==> config.mk <==
export PLATFORM = sky130hd
export DESIGN_NAME = text_prenormalize_utf8_decode_top
export DESIGN_NICKNAME = d
export VERILOG_FILES = /design/src/rtl/tpud_pkg.sv /design/src/rtl/text_prenormalize_utf8_decode_top.sv /design/src/rtl/tpud_front.sv /design/src/rtl/tpud_queue.sv /design/src/rtl/tpud_back.sv
export SDC_FILE = /design/constraint.sdc
export NUM_CORES = 1
export LEC_CHECK = 0
export ABC_AREA = 1
export BUFFER_PORTS_ARGS = -buffer_cell sky130_fd_sc_hd__buf_2
export CELL_PAD_IN_SITES_DETAIL_PLACEMENT = 1
export CELL_PAD_IN_SITES_GLOBAL_PLACEMENT = 1
export CORE_ASPECT_RATIO = 1.5
export CORE_MARGIN = 3
export CORE_UTILIZATION = 44
export DETAILED_ROUTE_END_ITERATION = 7
export GPL_ROUTABILITY_DRIVEN = 0
export HOLD_SLACK_MARGIN = 0.05
export PLACE_DENSITY = 0.74
export SYNTH_ARGS = -nofsm -noshare
export SYNTH_HDL_FRONTEND = slang
export SYNTH_HIERARCHICAL = 1
export SYNTH_SLANG_ARGS = --single-unit
==> constraint.sdc <==
create_clock -name clk -period 12.6 [get_ports clk]
set_input_delay 3.15 -clock clk [delete_from_list [all_inputs] [get_ports clk]]
set_output_delay 3.15 -clock clk [all_outputs]
set_load 0.01 [all_outputs]
==> src/rtl/tpud_pkg.sv <==
`timescale 1ns / 1ps

package tpud_pkg;

    // Code point width and the mark shown in place of a space
    localparam int unsigned CP_W       = 21;
    localparam logic [CP_W-1:0] SPACE_MARK = 21'h002581;
    localparam logic [CP_W-1:0] SPACE_CP   = 21'h000020;

    // Queue between front and back
    localparam int unsigned QDEPTH = 4;
    localparam int unsigned QPTR_W = 2;
    localparam int unsigned QCNT_W = 3;

    // Normalized byte codes
    localparam logic [7:0] BYTE_TAB   = 8'h09;
    localparam logic [7:0] BYTE_LF    = 8'h0A;
    localparam logic [7:0] BYTE_CR    = 8'h0D;
    localparam logic [7:0] BYTE_SPACE = 8'h20;

    // Up to three code points caused by one input transaction
    typedef struct packed {
        logic [2:0][CP_W-1:0] cp;
        logic [1:0]           last_idx;
        logic                 text_end;
    } bundle_t;

endpackage

==> src/rtl/text_prenormalize_utf8_decode_top.sv <==
`timescale 1ns / 1ps
// Channel  | valid     | stall     | payload
// input    | in_valid  | in_stall  | text_byte, byte_valid, text_end
// output   | out_valid | out_stall | code_point, run_last, text_last
//
// One input transaction per cycle while in_stall is low; the front decodes it in the cycle it is taken.
// Results leave one per cycle while out_stall is low, from a four-entry queue, so an item that
// yields two or three code points holds the output until all of them have left.
// Results are registered in the queue before they reach the output.
// in_stall is high only while the queue is full; reset clears text state and queue.

module text_prenormalize_utf8_decode_top
    import tpud_pkg::*;
(
    input  logic            clk,
    input  logic            rst_n,
    input  logic            in_valid,
    output logic            in_stall,
    input  logic [7:0]      text_byte,
    input  logic            byte_valid,
    input  logic            text_end,
    output logic            out_valid,
    input  logic            out_stall,
    output logic [CP_W-1:0] code_point,
    output logic            run_last,
    output logic            text_last
);

    logic    accept;
    logic    push;
    logic    pop;
    logic    empty;
    logic    full;
    bundle_t bundle;
    bundle_t head;

    assign in_stall = full;
    assign accept   = in_valid && !full;

    tpud_front u_front (
        .clk        (clk),
        .rst_n      (rst_n),
        .accept     (accept),
        .text_byte  (text_byte),
        .byte_valid (byte_valid),
        .text_end   (text_end),
        .push       (push),
        .bundle     (bundle)
    );

    tpud_queue u_queue (
        .clk       (clk),
        .rst_n     (rst_n),
        .push      (push),
        .push_data (bundle),
        .pop       (pop),
        .head      (head),
        .empty     (empty),
        .full      (full)
    );

    tpud_back u_back (
        .clk        (clk),
        .rst_n      (rst_n),
        .head       (head),
        .empty      (empty),
        .pop        (pop),
        .out_valid  (out_valid),
        .out_stall  (out_stall),
        .code_point (code_point),
        .run_last   (run_last),
        .text_last  (text_last)
    );

    // Checks
    a_text_last_ends_run: assert property (@(posedge clk) disable iff (!rst_n)
        out_valid && text_last |-> run_last)
        else $error("text_last without run_last");

    a_run_continues: assert property (@(posedge clk) disable iff (!rst_n)
        out_valid && !out_stall && !run_last |=> out_valid)
        else $error("result run broken");

    a_stall_means_pending: assert property (@(posedge clk) disable iff (!rst_n)
        in_stall |-> out_valid)
        else $error("input stalled with nothing queued");

    a_no_raw_space: assert property (@(posedge clk) disable iff (!rst_n)
        out_valid |-> code_point != SPACE_CP)
        else $error("raw space leaked to output");

endmodule

==> src/rtl/tpud_front.sv <==
`timescale 1ns / 1ps

module tpud_front
    import tpud_pkg::*;
(
    input  logic       clk,
    input  logic       rst_n,
    input  logic       accept,
    input  logic [7:0] text_byte,
    input  logic       byte_valid,
    input  logic       text_end,
    output logic       push,
    output bundle_t    bundle
);

    typedef struct packed {
        logic [1:0]      rem;
        logic [CP_W-1:0] part;
        logic            emit;
        logic [CP_W-1:0] cp;
    } dec_t;

    // One byte through the UTF-8 decoder
    function automatic dec_t decode_step(input logic [1:0] rem, input logic [CP_W-1:0] part,
                                         input logic [7:0] b);
        dec_t            d;
        logic [1:0]      rem_n;
        logic [CP_W-1:0] pay;
        d     = '0;
        rem_n = 2'd0;
        pay   = {15'b0, b[5:0]};
        d.rem  = rem;
        d.part = part;
        if (rem == 2'd0)
        begin
            if (b[7] == 1'b0)
            begin
                d.emit = 1'b1;
                d.cp   = {13'b0, b};
            end
            else if (b[7:5] == 3'b110)
            begin
                d.part = {10'b0, b[4:0], 6'b0};
                d.rem  = 2'd1;
            end
            else if (b[7:4] == 4'b1110)
            begin
                d.part = {5'b0, b[3:0], 12'b0};
                d.rem  = 2'd2;
            end
            else if (b[7:3] == 5'b11110)
            begin
                d.part = {b[2:0], 18'b0};
                d.rem  = 2'd3;
            end
            else
            begin
                // invalid lead gives zero and consumes only itself
                d.emit = 1'b1;
                d.cp   = '0;
            end
        end
        else
        begin
            rem_n = rem - 2'd1;
            case (rem_n)
                2'd0:    d.part = part | pay;
                2'd1:    d.part = part | (pay << 6);
                2'd2:    d.part = part | (pay << 12);
                default: d.part = part | (pay << 18);
            endcase
            d.rem = rem_n;
            if (rem_n == 2'd0)
            begin
                d.emit = 1'b1;
                d.cp   = d.part;
                d.part = '0;
            end
        end
        return d;
    endfunction

    function automatic logic [CP_W-1:0] map_space(input logic [CP_W-1:0] cp);
        return (cp == SPACE_CP) ? SPACE_MARK : cp;
    endfunction

    logic            seen_reg, seen_next;
    logic            held_reg, held_next;
    logic [1:0]      rem_reg, rem_next;
    logic [CP_W-1:0] part_reg, part_next;

    logic [7:0]           nb;
    logic                 is_space;
    dec_t                 d_sp;
    dec_t                 d_by;
    logic [1:0]           rem_a;
    logic [CP_W-1:0]      part_a;
    logic [1:0]           n;
    logic                 any;
    logic [2:0][CP_W-1:0] slots;

    // Normalize, decode, flush at end and pack the results
    always_comb
    begin
        nb = (text_byte == BYTE_TAB || text_byte == BYTE_LF || text_byte == BYTE_CR)
             ? BYTE_SPACE : text_byte;
        is_space  = (nb == BYTE_SPACE);
        seen_next = seen_reg;
        held_next = held_reg;
        rem_next  = rem_reg;
        part_next = part_reg;
        n         = 2'd0;
        any       = 1'b0;
        slots     = '0;
        d_sp      = decode_step(rem_reg, part_reg, BYTE_SPACE);
        rem_a     = rem_reg;
        part_a    = part_reg;

        if (byte_valid)
        begin
            if (is_space)
            begin
                if (seen_reg)
                    held_next = 1'b1;
            end
            else
            begin
                if (!seen_reg || held_reg)
                begin
                    rem_a  = d_sp.rem;
                    part_a = d_sp.part;
                    if (d_sp.emit)
                    begin
                        slots[n] = map_space(d_sp.cp);
                        n        = n + 2'd1;
                        any      = 1'b1;
                    end
                end
                seen_next = 1'b1;
                held_next = 1'b0;
            end
        end

        d_by = decode_step(rem_a, part_a, nb);
        if (byte_valid && !is_space)
        begin
            rem_next  = d_by.rem;
            part_next = d_by.part;
            if (d_by.emit)
            begin
                slots[n] = map_space(d_by.cp);
                n        = n + 2'd1;
                any      = 1'b1;
            end
        end
        else
        begin
            rem_next  = rem_a;
            part_next = part_a;
        end

        if (text_end)
        begin
            if (!seen_next)
            begin
                slots[n] = SPACE_MARK;
                n        = n + 2'd1;
                any      = 1'b1;
            end
            else if (rem_next != 2'd0)
            begin
                slots[n] = map_space(part_next);
                n        = n + 2'd1;
                any      = 1'b1;
            end
            seen_next = 1'b0;
            held_next = 1'b0;
            rem_next  = 2'd0;
            part_next = '0;
        end

        push            = accept && any;
        bundle.cp       = slots;
        bundle.last_idx = n - 2'd1;
        bundle.text_end = text_end;
    end

    // Text state, updated on each accepted transaction
    always_ff @(posedge clk or negedge rst_n)
    begin
        if (!rst_n)
        begin
            seen_reg <= 1'b0;
            held_reg <= 1'b0;
            rem_reg  <= 2'd0;
            part_reg <= '0;
        end
        else if (accept)
        begin
            seen_reg <= seen_next;
            held_reg <= held_next;
            rem_reg  <= rem_next;
            part_reg <= part_next;
        end
    end

endmodule

==> src/rtl/tpud_queue.sv <==
`timescale 1ns / 1ps

module tpud_queue
    import tpud_pkg::*;
(
    input  logic    clk,
    input  logic    rst_n,
    input  logic    push,
    input  bundle_t push_data,
    input  logic    pop,
    output bundle_t head,
    output logic    empty,
    output logic    full
);

    bundle_t           mem_reg [QDEPTH];
    logic [QPTR_W-1:0] wr_ptr_reg;
    logic [QPTR_W-1:0] rd_ptr_reg;
    logic [QCNT_W-1:0] cnt_reg, cnt_next;

    assign empty = (cnt_reg == '0);
    assign full  = (cnt_reg == QCNT_W'(QDEPTH));
    assign head  = mem_reg[rd_ptr_reg];

    // Occupancy
    always_comb
    begin
        cnt_next = cnt_reg;
        if (push && !pop)
            cnt_next = cnt_reg + QCNT_W'(1);
        else if (pop && !push)
            cnt_next = cnt_reg - QCNT_W'(1);
    end

    // Entry storage, no reset needed
    always_ff @(posedge clk)
    begin
        if (push)
            mem_reg[wr_ptr_reg] <= push_data;
    end

    // Pointers
    always_ff @(posedge clk or negedge rst_n)
    begin
        if (!rst_n)
        begin
            wr_ptr_reg <= '0;
            rd_ptr_reg <= '0;
            cnt_reg    <= '0;
        end
        else
        begin
            if (push)
                wr_ptr_reg <= wr_ptr_reg + QPTR_W'(1);
            if (pop)
                rd_ptr_reg <= rd_ptr_reg + QPTR_W'(1);
            cnt_reg <= cnt_next;
        end
    end

endmodule

==> src/rtl/tpud_back.sv <==
`timescale 1ns / 1ps

module tpud_back
    import tpud_pkg::*;
(
    input  logic            clk,
    input  logic            rst_n,
    input  bundle_t         head,
    input  logic            empty,
    output logic            pop,
    output logic            out_valid,
    input  logic            out_stall,
    output logic [CP_W-1:0] code_point,
    output logic            run_last,
    output logic            text_last
);

    logic [1:0] idx_reg, idx_next;
    logic       take;

    // Walk through the head entry one code point per transaction
    always_comb
    begin
        out_valid  = !empty;
        code_point = head.cp[idx_reg];
        run_last   = (idx_reg == head.last_idx);
        text_last  = run_last && head.text_end;
        take       = out_valid && !out_stall;
        pop        = take && run_last;
        idx_next   = idx_reg;
        if (take)
            idx_next = run_last ? 2'd0 : idx_reg + 2'd1;
    end

    always_ff @(posedge clk or negedge rst_n)
    begin
        if (!rst_n)
            idx_reg <= 2'd0;
        else
            idx_reg <= idx_next;
    end

endmodule

==> results.json <==
{
  "status": "complete, no violations",
  "hold_depth": 2,
  "via_per_inst": 5.50,
  "grt_usage_pct": 24.7,
  "fmax_mhz": 140,
  "htreeDepth": 1,
  "total_power_uw": 3530,
  "final.setup.tns_ns": 0,
  "drv_slew": 0,
  "clock-skew-final_ns": 0.0152,
  "startpoint_type": "input pin",
  "tightest_slew_ns": 1.13,
  "hold_end": "u_front/part_reg[5]",
  "syn_area_mm2": 0.0158,
  "wl_per_cell_um": 21.9,
  "r2r_start": "u_front/rem_reg[0]",
  "die-width_um": 161,
  "ctsHoldBuffers": 0,
  "largest_reg_flops": 264,
  "finalSetupViolCount": 0,
  "yosys.area.top_type": "edfxtp_1",
  "drv_cap": 0,
  "r2r-end": "u_queue/mem_reg[3][48]",
  "core_mm2": 0.0352,
  "crit_fanout": 50,
  "initial_core_util_pct": 44.9,
  "power_density_mw_per_mm2": 208,
  "syn_avg_cell_area_um2": 9.47,
  "synth_nets": 1698,
  "final_nets": 1699,
  "ant_nets": 0,
  "clockBufferDepth": 3,
  "path_class": "in -> reg",
  "reg2reg_depth": 19,
  "synth-edff-count": 264,
  "ys_async_sr_fraction_pct": 11.4,
  "clock-sinks": 298,
  "dieArea_mm2": 0.0383,
  "ys_ff_latch": 298,
  "pin_count": 39,
  "cts_resized": 0,
  "cp-end-kind": "flip-flop",
  "yosysMostFrequentCell": "nand2_1",
  "netlist_instances": 1669,
  "area_growth_syn_to_layout_pct": 7.21,
  "synth.distinct_cells": 46,
  "diodes": 0,
  "fin_crit_ns": 7.13,
  "cts_tree": "yes",
  "finalHoldViolCount": 0,
  "wl_mm": 47.3,
  "cellLeakagePower_uw": 0.00711,
  "regArea_mm2": 0.00878,
  "min_from": "u_front/part_reg[5]",
  "rrSetupSlack_ns": 7.91,
  "clkTransAtPathRegs_ns": 0.07,
  "multiInputGateArea_mm2": 0.00539,
  "drt_pass1_iterations": 5,
  "post-dp-hpwl_mm": 32.5,
  "slew_headroom_pct": 24.6,
  "grt_start_max_net_pins": 105,
  "grt_pass1_wl_mm": 73.2,
  "via_count": 11900,
  "place_ws_ns": 4.86,
  "first_iter_violations": 937,
  "worst_slack_ns": 5.47,
  "numCtsBuffers": 28,
  "fillCellCount": 4042,
  "cp.required_ns": 12.78,
  "io_buffers": 38,
  "die_y_um": 238,
  "synth_flop_cell": "edfxtp_1",
  "clock_latency_ns": 0.56,
  "rows": 84,
  "cts_root_buf": "clkbuf_16",
  "rsz0062_at_grt": "no",
  "crit_arrival_ns": 7.30,
  "synth.area.top_cells": "edfxtp_1, nand2_1, inv_1",
  "yosysSeqAreaShare_pct": 55.6,
  "layout-drive-gt1-share_pct": 11.6,
  "grt-ovfl-total": 0,
  "hp-class": "reg -> reg",
  "postCtsSetupRepairBufs": 0,
  "vdd_drop_max_mv": 0.102,
  "antenna_found_initial": 0,
  "period_share_pct": 56.5,
  "grt_pass1_vias": 12300,
  "drc": 0,
  "yosys-top-cells-count": "nand2_1, edfxtp_1, inv_1",
  "ys_warn_count": 6,
  "yosysTopAreaCellShare_pct": 50.2
}
-- how the worst max path moves through the flow --
| stage | start | to | slack, ns |
|---|---|---|---|
| after CTS | text_byte[5] | u_queue/mem_reg[3][14] | 5.44 |
| after global placement | text_byte[5] | u_queue/mem_reg[3][25] | 5.01 |
| after floorplan | text_byte[1] | u_queue/mem_reg[0][0] | 5.50 |
| final | text_byte[5] | u_queue/mem_reg[3][48] | 5.47 |
| after detailed placement | text_byte[5] | u_queue/mem_reg[3][28] | 4.86 |
| after global routing | text_byte[5] | u_queue/mem_reg[3][14] | 5.11 |
-- metrics by stage --
step	hold WS [ns]	std cells	util [%]	instance area, um^2
after detailed placement	0.483	2113	45.7	16100
after global routing	0.534	2164	48.1	16900
after floorplan	0.452	1669	-	15800
after global placement	0.466	2113	45.7	16100
final	0.498	2164	48.1	16900
after CTS	0.499	2164	48.1	16900
-- layer usage --
metal,GRT usage [%],share of wire [%]
met4,9.44,3.9
met3,2.05,3.9
met1,30.0,40
met2,45.4,52
met5,0,0
-- cells by family after synthesis --
group	synth area share, %
and+or+nand+nor	19.0
xor gates and xnor gates	0.277
DFF	55.6
adders and majority gates	1.24
buffers and inverters	10.4
AOI/OAI and AO/OA	13.6
-- layout make-up --
class,count,area share [%]
clock buffer,35,4.59
tap,473,3.49
sequential,298,51.9
clock inverter,16,0.517
inverter,269,5.99
multi-input combinational,1021,31.8
timing repair buffer,52,1.74
-- cell usage in the layout, fill, tap and decap left out, drive strengths merged, types with 4 or more instances in the layout --
master and n:
edfxtp 264, clkinv 14, buf 52, nand4 13, inv 269, a21oi 23, o211ai 133, nand3 80
o22ai 25, clkbuf 35, o21ai 116, nor2 116, dfrtp 34, nand2 471, ha 14, nor3 8
xor2 4
-- report_power, final --
part | total, uW | internal (uW) | switching (uW) | leakage (uW)
Clock | 804 | 438 | 366 | 0.000429
Combinational | 1360 | 394 | 969 | 0.00380
Sequential | 1360 | 1250 | 109 | 0.00288
Total | 3530 | 2090 | 1440 | 0.00711
-- critical path, stage by stage --
cell     delay (ns)
buf_2          0.11
inv_2          0.08
nand2_2        0.07
nor2_4         0.12
nand3_4        0.12
a21oi_4        0.16
nand2_2        0.14
nand2_4        0.28
inv_1          0.31
buf_4          0.30
nor2_1         0.55
o21ai_2        0.20
o21ai_0        0.15
nand2_1        0.07
inv_1          0.24
nand2_1        0.11
inv_2          0.36
buf_4          0.70
Note: power is estimated with default switching activity, not from simulation.
